==> config.mk <==
export PLATFORM = sky130hd
export DESIGN_NAME = s_expression_tokenizer
export DESIGN_NICKNAME = d
export VERILOG_FILES = /design/src/hdl/sexp_pkg.sv /design/src/hdl/sexp_core.sv /design/src/hdl/sexp_outq.sv /design/src/hdl/s_expression_tokenizer.sv
export VERILOG_INCLUDE_DIRS = /design/src /design/src/hdl
export SDC_FILE = /design/constraint.sdc
export NUM_CORES = 1
export LEC_CHECK = 0
export BUFFER_PORTS_ARGS = -buffer_cell sky130_fd_sc_hd__buf_2
export CORE_MARGIN = 4
export CORE_UTILIZATION = 67
export CTS_CLUSTER_DIAMETER = 80
export CTS_CLUSTER_SIZE = 12
export DETAILED_ROUTE_END_ITERATION = 12
export GPL_TIMING_DRIVEN = 0
export PLACE_DENSITY_LB_ADDON = 0.1
export SYNTH_ARGS = -nofsm -noshare
export SYNTH_HDL_FRONTEND = slang
export SYNTH_SLANG_ARGS = --single-unit
==> constraint.sdc <==
create_clock -name clk -period 10.66 [get_ports clk]
set_input_delay 1.066 -clock clk [delete_from_list [all_inputs] [get_ports clk]]
set_output_delay 1.066 -clock clk [all_outputs]
set_load 0.01 [all_outputs]
==> src/hdl/s_expression_tokenizer_assert.svh <==
// assertion macros for the s-expression tokenizer
`ifndef S_EXPRESSION_TOKENIZER_ASSERT_SVH
`define S_EXPRESSION_TOKENIZER_ASSERT_SVH

// same-cycle implication
`define SEXP_ASSERT_IMPLY(name, clk, rst_n, ante, cons) \
	name: assert property (@(posedge clk) disable iff (!rst_n) (ante) |-> (cons)) \
		else $error("sexp tokenizer: same-cycle check failed");

// next-cycle implication
`define SEXP_ASSERT_NEXT(name, clk, rst_n, ante, cons) \
	name: assert property (@(posedge clk) disable iff (!rst_n) (ante) |=> (cons)) \
		else $error("sexp tokenizer: next-cycle check failed");

`endif

==> src/hdl/sexp_pkg.sv <==
`timescale 1ns / 1ps

package sexp_pkg;

	localparam int TOK_W        = 16;
	localparam int VAL_W        = 31;
	localparam int POS_BITS_DEF = 16;
	localparam int MAX_ATOM_DEF = 31;
	localparam int QDEPTH       = 4;

	// character codes
	localparam logic [7:0] CH_NUL    = 8'd0;
	localparam logic [7:0] CH_LF     = 8'h0a;
	localparam logic [7:0] CH_CR     = 8'h0d;
	localparam logic [7:0] CH_SPACE  = 8'd32;
	localparam logic [7:0] CH_DQUOTE = 8'd34;
	localparam logic [7:0] CH_SQUOTE = 8'd39;
	localparam logic [7:0] CH_LPAREN = 8'd40;
	localparam logic [7:0] CH_RPAREN = 8'd41;
	localparam logic [7:0] CH_COMMA  = 8'd44;
	localparam logic [7:0] CH_DOT    = 8'd46;
	localparam logic [7:0] CH_ZERO   = 8'd48;
	localparam logic [7:0] CH_NINE   = 8'd57;
	localparam logic [7:0] CH_LBRACK = 8'd91;
	localparam logic [7:0] CH_RBRACK = 8'd93;

	localparam logic [TOK_W-1:0] LEN_MAX = {TOK_W{1'b1}};
	localparam logic [VAL_W-1:0] VAL_MAX = {VAL_W{1'b1}};

	typedef enum logic [2:0] {
		KIND_OPEN    = 3'd0,
		KIND_CLOSE   = 3'd1,
		KIND_DOT     = 3'd2,
		KIND_COMMA   = 3'd3,
		KIND_SYMBOL  = 3'd4,
		KIND_INTEGER = 3'd5,
		KIND_STRING  = 3'd6,
		KIND_END     = 3'd7
	} token_kind_t;

	typedef struct packed {
		token_kind_t      kind;
		logic [TOK_W-1:0] start;
		logic [TOK_W-1:0] length;
		logic [VAL_W-1:0] value;
		logic             ovf;
		logic             too_long;
		logic             last;
	} token_t;

endpackage

==> src/hdl/sexp_core.sv <==
`timescale 1ns / 1ps

module sexp_core import sexp_pkg::*; #(
	parameter int POS_BITS = POS_BITS_DEF,
	parameter int MAX_ATOM = MAX_ATOM_DEF
) (
	input  logic       clk,
	input  logic       arst_n,
	input  logic       cfg_we,
	input  logic       cfg_tuple,
	input  logic       char_fire,
	input  logic [7:0] char_code,
	output logic [1:0] push_cnt,
	output token_t     tok0,
	output token_t     tok1
);

	typedef struct packed {
		logic [TOK_W-1:0] len;
		logic             only_digits;
		logic             seen_dot;
		logic [VAL_W-1:0] val;
		logic             sat;
	} atom_t;

	localparam atom_t ATOM_CLEAR = '{len: '0, only_digits: 1'b1, seen_dot: 1'b0,
		val: '0, sat: 1'b0};

	// one atom byte: length, class flags and decimal accumulate
	function automatic atom_t atom_step(atom_t a, logic [7:0] c);
		atom_t            r;
		logic [VAL_W+3:0] v;
		logic             dig;
		r   = a;
		dig = (c >= CH_ZERO) && (c <= CH_NINE);
		v   = ((VAL_W+4)'(a.val) << 3) + ((VAL_W+4)'(a.val) << 1) + (VAL_W+4)'(c[3:0]);
		if (a.len != LEN_MAX) r.len = a.len + 1'b1;
		if (c == CH_DOT) begin
			r.seen_dot = 1'b1;
		end else if (!dig) begin
			r.only_digits = 1'b0;
		end else if (!a.seen_dot) begin
			if (v > (VAL_W+4)'(VAL_MAX)) begin
				r.val = VAL_MAX;
				r.sat = 1'b1;
			end else begin
				r.val = v[VAL_W-1:0];
			end
		end
		return r;
	endfunction

	logic                tuple_q;
	logic                in_atom_q, in_string_q;
	logic [POS_BITS-1:0] pos_q, start_q;
	atom_t               atom_q;

	logic                in_atom_n, in_string_n;
	logic [POS_BITS-1:0] pos_n, start_n;
	atom_t               atom_n;

	logic [7:0]  open_c, close_c;
	logic        is_quote, is_white, is_comma, delim, has_punct;
	token_kind_t punct_kind;
	token_t      atom_tok, str_tok, punct_tok;
	logic [1:0]  cnt;

	always_comb begin
		open_c   = tuple_q ? CH_LBRACK : CH_LPAREN;
		close_c  = tuple_q ? CH_RBRACK : CH_RPAREN;
		is_quote = (char_code == CH_DQUOTE) || (char_code == CH_SQUOTE);
		is_white = (char_code == CH_SPACE) || (char_code == CH_CR) || (char_code == CH_LF);
		is_comma = tuple_q && (char_code == CH_COMMA);
		delim    = (char_code == open_c) || (char_code == close_c) || is_white ||
			is_quote || is_comma;

		atom_tok          = '0;
		atom_tok.kind     = atom_q.only_digits ? KIND_INTEGER : KIND_SYMBOL;
		atom_tok.start    = TOK_W'(start_q);
		atom_tok.length   = atom_q.len;
		atom_tok.value    = atom_q.only_digits ? atom_q.val : '0;
		atom_tok.ovf      = atom_q.only_digits & atom_q.sat;
		atom_tok.too_long = atom_q.len > TOK_W'(MAX_ATOM);

		str_tok        = '0;
		str_tok.kind   = KIND_STRING;
		str_tok.start  = TOK_W'(start_q);
		str_tok.length = atom_q.len;
	end

	always_comb begin
		in_atom_n   = in_atom_q;
		in_string_n = in_string_q;
		pos_n       = pos_q + 1'b1;
		start_n     = start_q;
		atom_n      = atom_q;
		tok0        = '0;
		tok1        = '0;
		punct_tok   = '0;
		cnt         = 2'd0;
		has_punct   = 1'b0;
		punct_kind  = KIND_OPEN;

		if (char_code == CH_NUL) begin
			// flush the pending token, then end of text
			if (in_string_q) begin
				tok0 = str_tok;
				cnt  = 2'd1;
			end else if (in_atom_q) begin
				tok0 = atom_tok;
				cnt  = 2'd1;
			end
			has_punct   = 1'b1;
			punct_kind  = KIND_END;
			in_atom_n   = 1'b0;
			in_string_n = 1'b0;
			start_n     = '0;
			atom_n      = ATOM_CLEAR;
			pos_n       = '0;
		end else if (in_string_q) begin
			if (is_quote) begin
				tok0        = str_tok;
				cnt         = 2'd1;
				in_string_n = 1'b0;
			end else if (atom_q.len != LEN_MAX) begin
				atom_n.len = atom_q.len + 1'b1;
			end
		end else begin
			if (in_atom_q && delim) begin
				tok0      = atom_tok;
				cnt       = 2'd1;
				in_atom_n = 1'b0;
			end
			if (in_atom_q && !delim) begin
				atom_n = atom_step(atom_q, char_code);
			end else if (char_code == open_c) begin
				has_punct  = 1'b1;
				punct_kind = KIND_OPEN;
			end else if (char_code == close_c) begin
				has_punct  = 1'b1;
				punct_kind = KIND_CLOSE;
			end else if (is_comma) begin
				has_punct  = 1'b1;
				punct_kind = KIND_COMMA;
			end else if (char_code == CH_DOT) begin
				has_punct  = !tuple_q;
				punct_kind = KIND_DOT;
			end else if (is_quote) begin
				in_string_n = 1'b1;
				start_n     = pos_q + 1'b1;
				atom_n.len  = '0;
			end else if (!is_white) begin
				in_atom_n = 1'b1;
				start_n   = pos_q;
				atom_n    = atom_step(ATOM_CLEAR, char_code);
			end
		end

		if (has_punct) begin
			punct_tok.kind = punct_kind;
			if (cnt == 2'd0) tok0 = punct_tok;
			else             tok1 = punct_tok;
			cnt = cnt + 2'd1;
		end

		if (cnt == 2'd1) tok0.last = 1'b1;
		if (cnt == 2'd2) tok1.last = 1'b1;

		push_cnt = char_fire ? cnt : 2'd0;
	end

	always_ff @(posedge clk or negedge arst_n) begin
		if (!arst_n) begin
			tuple_q     <= 1'b0;
			in_atom_q   <= 1'b0;
			in_string_q <= 1'b0;
			pos_q       <= '0;
			start_q     <= '0;
			atom_q      <= ATOM_CLEAR;
		end else begin
			if (cfg_we) tuple_q <= cfg_tuple;
			if (char_fire) begin
				in_atom_q   <= in_atom_n;
				in_string_q <= in_string_n;
				pos_q       <= pos_n;
				start_q     <= start_n;
				atom_q      <= atom_n;
			end
		end
	end

endmodule

==> src/hdl/sexp_outq.sv <==
`timescale 1ns / 1ps

module sexp_outq import sexp_pkg::*; (
	input  logic       clk,
	input  logic       arst_n,
	input  logic [1:0] push_cnt,
	input  token_t     tok0,
	input  token_t     tok1,
	output logic       in_ready,
	output logic       out_valid,
	input  logic       out_ready,
	output token_t     out_tok
);

	localparam int PW = $clog2(QDEPTH);
	localparam int CW = $clog2(QDEPTH + 1);

	token_t          mem_q [QDEPTH];
	logic [PW-1:0]   wr_q, rd_q;
	logic [CW-1:0]   cnt_q;
	logic            pop;

	// room for two more tokens is needed before taking a byte
	assign in_ready  = cnt_q <= CW'(QDEPTH - 2);
	assign out_valid = cnt_q != '0;
	assign out_tok   = mem_q[rd_q];
	assign pop       = out_valid & out_ready;

	always_ff @(posedge clk) begin
		if (push_cnt != 2'd0) mem_q[wr_q] <= tok0;
		if (push_cnt == 2'd2) mem_q[PW'(wr_q + 1'b1)] <= tok1;
	end

	always_ff @(posedge clk or negedge arst_n) begin
		if (!arst_n) begin
			wr_q  <= '0;
			rd_q  <= '0;
			cnt_q <= '0;
		end else begin
			wr_q  <= wr_q + PW'(push_cnt);
			rd_q  <= rd_q + PW'(pop);
			cnt_q <= cnt_q + CW'(push_cnt) - CW'(pop);
		end
	end

endmodule

==> src/hdl/s_expression_tokenizer.sv <==
`timescale 1ns / 1ps
// channel   | direction | handshake                   | payload
// char      | in        | char_valid / char_ready     | char_code
// token     | out       | token_valid / token_ready   | token_kind .. last_of_run
// config    | in        | tuple_mode_we (no wait)     | tuple_mode
//
// one byte is taken per cycle while char_ready is high; its tokens (zero, one or two) are written into a
// four-entry token queue in the same edge and leave it one per cycle while token_ready is high
// char_ready is low while the queue has fewer than two free slots, so when every byte makes
// two tokens, the byte side is held back to the pace of the token side
// the tokens appear on the port in the cycle after the byte is taken at the earliest
// reset clears the tokenizer state, the queue and tuple_mode; no clearing pass

`include "s_expression_tokenizer_assert.svh"

module s_expression_tokenizer import sexp_pkg::*; #(
	parameter int POS_BITS = POS_BITS_DEF,
	parameter int MAX_ATOM = MAX_ATOM_DEF
) (
	input  logic             clk,
	input  logic             arst_n,
	// configuration
	input  logic             tuple_mode_we,
	input  logic             tuple_mode,
	// byte request
	input  logic             char_valid,
	output logic             char_ready,
	input  logic [7:0]       char_code,
	// token request
	output logic             token_valid,
	input  logic             token_ready,
	output logic [2:0]       token_kind,
	output logic [TOK_W-1:0] token_start,
	output logic [TOK_W-1:0] token_length,
	output logic [VAL_W-1:0] int_value,
	output logic             int_overflow,
	output logic             atom_too_long,
	output logic             last_of_run
);

	logic       char_fire;
	logic [1:0] push_cnt;
	token_t     tok0, tok1, out_tok;

	assign char_fire = char_valid & char_ready;

	// decode and tokenizer state: one pass per byte
	sexp_core #(
		.POS_BITS(POS_BITS),
		.MAX_ATOM(MAX_ATOM)
	) u_core (
		.clk       (clk),
		.arst_n    (arst_n),
		.cfg_we    (tuple_mode_we),
		.cfg_tuple (tuple_mode),
		.char_fire (char_fire),
		.char_code (char_code),
		.push_cnt  (push_cnt),
		.tok0      (tok0),
		.tok1      (tok1)
	);

	// token queue separates the byte side from the token side
	sexp_outq u_outq (
		.clk       (clk),
		.arst_n    (arst_n),
		.push_cnt  (push_cnt),
		.tok0      (tok0),
		.tok1      (tok1),
		.in_ready  (char_ready),
		.out_valid (token_valid),
		.out_ready (token_ready),
		.out_tok   (out_tok)
	);

	assign token_kind    = out_tok.kind;
	assign token_start   = out_tok.start;
	assign token_length  = out_tok.length;
	assign int_value     = out_tok.value;
	assign int_overflow  = out_tok.ovf;
	assign atom_too_long = out_tok.too_long;
	assign last_of_run   = out_tok.last;

	// end of text always closes the run of its byte
	`SEXP_ASSERT_IMPLY(a_end_is_last, clk, arst_n, token_valid && (token_kind == KIND_END), last_of_run)
	// a saturated value only on integers, pinned at the maximum
	`SEXP_ASSERT_IMPLY(a_ovf_integer, clk, arst_n, token_valid && int_overflow, (token_kind == KIND_INTEGER) && (int_value == VAL_MAX))
	// a zero byte always leaves at least its end token queued
	`SEXP_ASSERT_NEXT(a_nul_emits, clk, arst_n, char_fire && (char_code == CH_NUL), token_valid)
	// back-pressure on bytes only when tokens are waiting
	`SEXP_ASSERT_IMPLY(a_stall_has_tokens, clk, arst_n, !char_ready, token_valid)

endmodule

* Yosys cells after proc, flatten, opt, wreduce, memory -nomap -nowiden *
Memories as Yosys holds them, arrays and structs flattened.
Index checks and enable logic that the tools add are counted.
Widths: inputs -> output; s select.

storage, ports and cells
  flip-flop bits (word level) = 92
  RAM bits = 276
  bits of input ports = 14
  word-level logic and storage cells = 194
  memories kept = 1

memories
  memory        depth  bits a word  rd ports  clocked after Yosys merged registers in  wr ports  RTL line         source
  u_outq.mem_q  4      69           1         0                                        2         sexp_outq.sv:18  token_t mem_q [QDEPTH];

operators by class
  $add $sub $neg = 10
  order comparisons = 6
  eq/ne operators = 41
  mux-type cells = 96
  bitwise logic cells = 3
  reductions and logical operators = 24

operators by type and width
  cell                   count
  $mux 69                10
  $mux 50                7
  $mux 16                14
  $mux 32                4
  $mux 31                3
  $mux 34                2
  $mux 1                 42
  $eq 8x6->1 const B     5
  $add 34x32->35         1
  $add 35x4->35          1
  $gt 35x31->1 const B   1
  $add 16x1->16 const B  2
  $gt 4x31->1 const B    1
  $ne 3x3->1 const B     7
  $mux 3                 6
  $ne 3x2->1 const B     6
  $eq 8x4->1 const B     2
  $eq 8x8->1             2
  $gt 16x5->1 const B    1
  $ne 16x16->1 const B   1
  $mux 7                 2
  $mux 2                 6
  $ne 4x3->1 const B     3
  $ne 6x6->1 const B     2
  31 further kinds       49

* Logic depth before layout (Yosys ltp) *
  depth after elaboration = 17
  depth in mapped cells = 17
  mapped depth without buffers = 14

* Modules after synthesis *
Synthesis repeated with hierarchy kept, for this count alone.

second synthesis, totals
  cells, all modules = 1,664
  area, all modules = 21,304.2 sq um

by module, submodules not included
  module                  instances  cells an instance  area each (sq um)
  sexp_outq               1          709                13,654.3
  sexp_core               1          954                7,643.6
  s_expression_tokenizer  1          1                  6.3

* Worst setup path before layout *
No wires, ideal clock.

  path kind = input -> register
  start point = in char_code[4]
  end point = mem u_outq.mem_q[0][0] (netlist name) (enable)
  data arrival time = 4.398 ns
  data required time = 10.391 ns
  slack = 5.994 ns
  cell stages on the path = 15
  path buffers = 4
  cell sequence = or4b_1 a211oi_1 a32oi_2 and2_4 a21oi_2 a21o_1 buf_2 buf_4 ha_1 o21ai_1 nor3_1 nor2_1 clkbuf_1 clkbuf_1 inv_1

RTL lines
  what         RTL line                      source
  from (decl)  s_expression_tokenizer.sv:28  input logic [7:0] char_code,
  to (decl)    sexp_outq.sv:18

==> metrics.log <==
INFO  metric timing.clock.skew = about 0.025 ns
INFO  metric antenna_cells_inserted = 0
INFO  metric htree_num_levels = 2
INFO  metric synth_area_per_cell = 9.91 um^2
INFO  metric syn_to_final_growth = 10.5%
INFO  metric timing.reg2reg.worst_path_depth = 16
INFO  metric hp-class = reg -> reg
INFO  metric r2r_slack = approximately 5.3 ns
INFO  metric first_iter_violations = roughly 1,600
INFO  metric hold_depth = 2
INFO  metric cts_buf_count = 36
INFO  metric initial_utilization = roughly two thirds
INFO  metric final-seq-area = 7990 um^2
INFO  metric r2r_end = u_outq.mem_q[1][68]
INFO  metric fin_nets = slightly above 2,000
INFO  metric multi_input_area = about 9100 um^2
INFO  metric finalCoreUtilization = 75.6%
INFO  metric die_width = between 150 and 200 um
INFO  metric worst_slew_margin_rel = 18.6%
INFO  metric yosysUniqueCellTypes = 86
INFO  metric fp-row-count = 59
INFO  metric global_route_wire_length_before_repair = around 76,000 um
INFO  metric hold_ep = u_outq.mem_q[3][16]
INFO  metric cts_repair_resize_count = 0
INFO  metric ant_nets = 0
INFO  metric gp_congestion = between 0.9 and 1
INFO  metric fp.dieArea = a little under 30,000 um^2
INFO  metric clock-root-buffer = sky130_fd_sc_hd__clkbuf_16
INFO  metric cp.required = about 11 ns
INFO  metric post_cts_hold_buffer_count = 0
INFO  metric timing.critical_path.to_type = register
INFO  metric pre_repair_dr_iteration_count = 5
INFO  metric setup_repair_after_global_routing_missed_its_margin = no
INFO  metric fillers = 1,855
INFO  metric timing.max_cap.violations = 0
INFO  metric ios = 85
INFO  metric dieHeight = ~170 um
INFO  metric grt_start_max_net_pins = 67
INFO  metric worst-setup-path-type = in -> reg
INFO  metric yosys_most_used_dff = sky130_fd_sc_hd__dfxtp_1
INFO  metric timing.hold.worst.start = u_outq.mem_q[3][16]
INFO  metric setup_total_negative_slack = 0 ns
INFO  metric core_area = ~26,000 um^2
INFO  metric async_flop_share = ~25%
INFO  metric synth_cells = around 1,800
INFO  metric portBuffers = 84
INFO  metric timing_worst_slew_pin_value = approximately 1.2 ns
INFO  metric cp-start-kind = input pin
INFO  metric final_layout_size_suffix_gt1_share = between 10 and 15%
INFO  metric number_of_enable_flip_flop_cells_after_synthesis = 16
INFO  metric mappedNetlistArea = about 18,000 um^2
INFO  metric hpwl = around 35,000 um
INFO  metric finalSetupViolations = 0
INFO  metric fmax = 174 MHz
INFO  metric min_period = 5.76 ns
INFO  metric number_of_global_route_vias_before_repair = about 15,000
INFO  metric synth.net_count = ~1,900
INFO  metric path_max_fanout = 11
INFO  metric tritoncts = built
INFO  metric postCtsSetupRepairBufs = 0
INFO  metric routedWlPerCell = 21.2 um
INFO  metric timing.hold.ws = about 0.44 ns
INFO  metric power-per-cell-area = approximately 170 nW/um^2
INFO  metric totalWireLength = around 48,000 um
INFO  metric drc_errors = 0
INFO  metric run_status = completed
INFO  metric grt.total_usage = around 32%
INFO  metric post_drt_via_cell_ratio = approximately 6.7
INFO  metric finalCritPeriodShare = 54.1%
INFO  metric ys_warn_count = 0
INFO  metric share_of_the_yosys_chip_area_belonging_to_registers = approximately 45%
INFO  metric final_hold_viol_count = 0
INFO  metric dr_total_vias = 15,300
INFO  metric clock_network_latency_to_the_later_pin_of_the_worst_skew_pair = 0.52 ns
INFO  metric grt_overflow = 0
INFO  metric grt_antenna_before_repair = 0
INFO  metric p_total = roughly 3300 uW
INFO  metric cts.path.max_buffers = 3
INFO  metric yosys_register_bits = approximately 370
INFO  metric path_clk_slew = approximately 0.060 ns
INFO  metric worstPathArrival = roughly 6.0 ns
INFO  metric worst_ir_drop_vdd = between 0.00015 and 0.0002 V
INFO  metric max_slew_violation_count = 0
INFO  metric clk_sink_count = between 300 and 400
INFO  metric power.leakage = approximately 0.0080 uW
INFO  metric worstReg2RegStart = u_core.tuple_q
synth_stat cells (5+ instances only):
cell type                  instances  area (um^2)
sky130_fd_sc_hd__dfxtp_1         260         5200
sky130_fd_sc_hd__buf_4             6         45.0
sky130_fd_sc_hd__buf_1            12         45.0
sky130_fd_sc_hd__o22ai_1          12         75.1
sky130_fd_sc_hd__mux4_2           69         1550
sky130_fd_sc_hd__a211oi_1          9         67.6
sky130_fd_sc_hd__o31ai_1          15          113
sky130_fd_sc_hd__and2_1            7         43.8
sky130_fd_sc_hd__a21o_1           15          113
sky130_fd_sc_hd__edfxtp_1         16          480
sky130_fd_sc_hd__nor3_1           19         95.1
sky130_fd_sc_hd__dfrtp_1          91         2280
sky130_fd_sc_hd__o21ai_1         130          651
sky130_fd_sc_hd__a22oi_1          25          188
sky130_fd_sc_hd__nor2_1           83          312
sky130_fd_sc_hd__a31oi_1          12         75.1
sky130_fd_sc_hd__nand2b_1         10         62.6
sky130_fd_sc_hd__nor2b_1          11         68.8
sky130_fd_sc_hd__nand4_1          10         62.6
sky130_fd_sc_hd__inv_1            25         93.8
sky130_fd_sc_hd__o21bai_1          5         37.5
sky130_fd_sc_hd__clkbuf_1         94          353
sky130_fd_sc_hd__o21ai_0          77          385
sky130_fd_sc_hd__o211ai_1          5         37.5
sky130_fd_sc_hd__a21oi_1          81          405
sky130_fd_sc_hd__nor4_1            7         43.8
sky130_fd_sc_hd__ha_1             70          876
sky130_fd_sc_hd__buf_6             7         78.8
sky130_fd_sc_hd__nand3_1          31          155
sky130_fd_sc_hd__xnor2_1          25          219
sky130_fd_sc_hd__xor2_1           19          166
sky130_fd_sc_hd__buf_2            27          135
sky130_fd_sc_hd__and3_1           19          119
sky130_fd_sc_hd__a32o_1          129         1290
sky130_fd_sc_hd__nand2_1         284         1070
kinds of logic (layout without fill, tap and decap cells):
group                    after synthesis  after routing  synth area share (%)
AO/OA/AOI/OAI                        562            562                  21.9
AND/OR/NAND/NOR                      513            513                  13.0
flip-flops                           368            368                  44.7
buffers and inverters                172            312                  4.23
adder cells (fa/ha/maj)               73             73                  5.24
multiplexers                          71             71                  8.82
XOR/XNOR                              44             44                  2.16
worst max path at each step:
stage,from,endpoint,slack [ns],cells after the start
after floorplan,char_code[4],u_outq.mem_q[0][0],5.99,15
after global placement,char_code[4],u_outq.mem_q[0][67],4.29,16
after detailed placement,char_code[4],u_outq.mem_q[0][67],4.26,16
after CTS,char_code[4],u_outq.mem_q[0][68],4.75,16
after global routing,char_code[4],u_outq.mem_q[1][66],4.76,16
final,char_code[4],u_outq.mem_q[1][68],4.90,16
flip-flops by register name, indices dropped and copies added, names as in the netlist:
signal / count
u_core.tuple_q: 1
u_core.pos_q: 16
u_outq.cnt_q: 3
u_core.start_q: 16
u_core.in_string_q: 1
u_core.atom_q: 50
u_outq.mem_q: 276
u_outq.wr_q: 2
u_outq.rd_q: 2
u_core.in_atom_q: 1
power by group:
| group | switching (uW) | internal [uW] | leakage (uW) |
|---|---|---|---|
| logic | 379 | 248 | 0.00402 |
| registers | 88.1 | 1450 | 0.00347 |
| clock network | 515 | 636 | 0.000485 |
layout by cell type, fill, tap and decap left out, types with 5 or more instances in the layout:
master / instances
sky130_fd_sc_hd__and3_1: 19
sky130_fd_sc_hd__a21oi_1: 81
sky130_fd_sc_hd__a21o_1: 15
sky130_fd_sc_hd__o211ai_1: 5
sky130_fd_sc_hd__nand2b_1: 10
sky130_fd_sc_hd__dfrtp_1: 91
sky130_fd_sc_hd__buf_1: 12
sky130_fd_sc_hd__buf_2: 111
sky130_fd_sc_hd__a211oi_1: 9
sky130_fd_sc_hd__a31oi_1: 12
sky130_fd_sc_hd__o21ai_1: 130
sky130_fd_sc_hd__clkbuf_16: 37
sky130_fd_sc_hd__o31ai_1: 15
sky130_fd_sc_hd__o21ai_0: 77
sky130_fd_sc_hd__xnor2_1: 25
sky130_fd_sc_hd__ha_1: 70
sky130_fd_sc_hd__inv_1: 25
sky130_fd_sc_hd__nor2b_1: 11
sky130_fd_sc_hd__buf_6: 7
sky130_fd_sc_hd__nand4_1: 10
sky130_fd_sc_hd__o21bai_1: 5
sky130_fd_sc_hd__nor3_1: 19
sky130_fd_sc_hd__nor2_1: 83
sky130_fd_sc_hd__mux4_2: 69
sky130_fd_sc_hd__nor4_1: 7
sky130_fd_sc_hd__nand3_1: 31
sky130_fd_sc_hd__a22oi_1: 25
sky130_fd_sc_hd__and2_1: 7
sky130_fd_sc_hd__dfxtp_1: 260
sky130_fd_sc_hd__buf_4: 7
sky130_fd_sc_hd__xor2_1: 19
sky130_fd_sc_hd__a32o_1: 129
sky130_fd_sc_hd__clkbuf_1: 109
sky130_fd_sc_hd__edfxtp_1: 16
sky130_fd_sc_hd__o22ai_1: 12
sky130_fd_sc_hd__nand2_1: 284
metrics by stage:
step / cell area, um^2 / instances / setup slack, ns
after floorplan: 17900 / 1803 / 5.99
after global placement: 18700 / 2222 / 4.29
after detailed placement: 18700 / 2223 / 4.26
after CTS: 19700 / 2277 / 4.75
after global routing: 19700 / 2278 / 4.76
final: 19700 / 2278 / 4.90
worst max-delay path, stage by stage:
cell                       delay, ns
sky130_fd_sc_hd__buf_2          0.12
sky130_fd_sc_hd__or4b_1         0.51
sky130_fd_sc_hd__a211oi_1       0.45
sky130_fd_sc_hd__a32oi_2        0.21
sky130_fd_sc_hd__and2_4         0.26
sky130_fd_sc_hd__a21oi_2        0.24
sky130_fd_sc_hd__a21o_1         0.17
sky130_fd_sc_hd__buf_2          0.25
sky130_fd_sc_hd__buf_4          0.23
sky130_fd_sc_hd__ha_1           0.33
sky130_fd_sc_hd__o21ai_1        0.31
sky130_fd_sc_hd__nor2_1         0.25
sky130_fd_sc_hd__nor2_1         0.34
sky130_fd_sc_hd__clkbuf_1       0.47
sky130_fd_sc_hd__clkbuf_1       0.52
sky130_fd_sc_hd__inv_1          0.24
per-layer routing:
metal / track usage (%) / share of wire [%] / vias up
li1: - / - / 6992
met1: 45.7 / 42 / 7412
met2: 50.1 / 45 / 752
met3: 8.07 / 10 / 100
met4: 9.30 / 2.4 / 0
met5: 0 / 0 / -
cell type report:
type	instances	area share (%)
sequential	368	40.5
tap	335	2.12
clock inverter	2	0.127
buffer	147	3.35
clock buffer	52	4.97
multi-input combinational	1263	46.2
timing repair buffer	86	2.31
inverter	25	0.475
(Power assumes the default switching activity.)
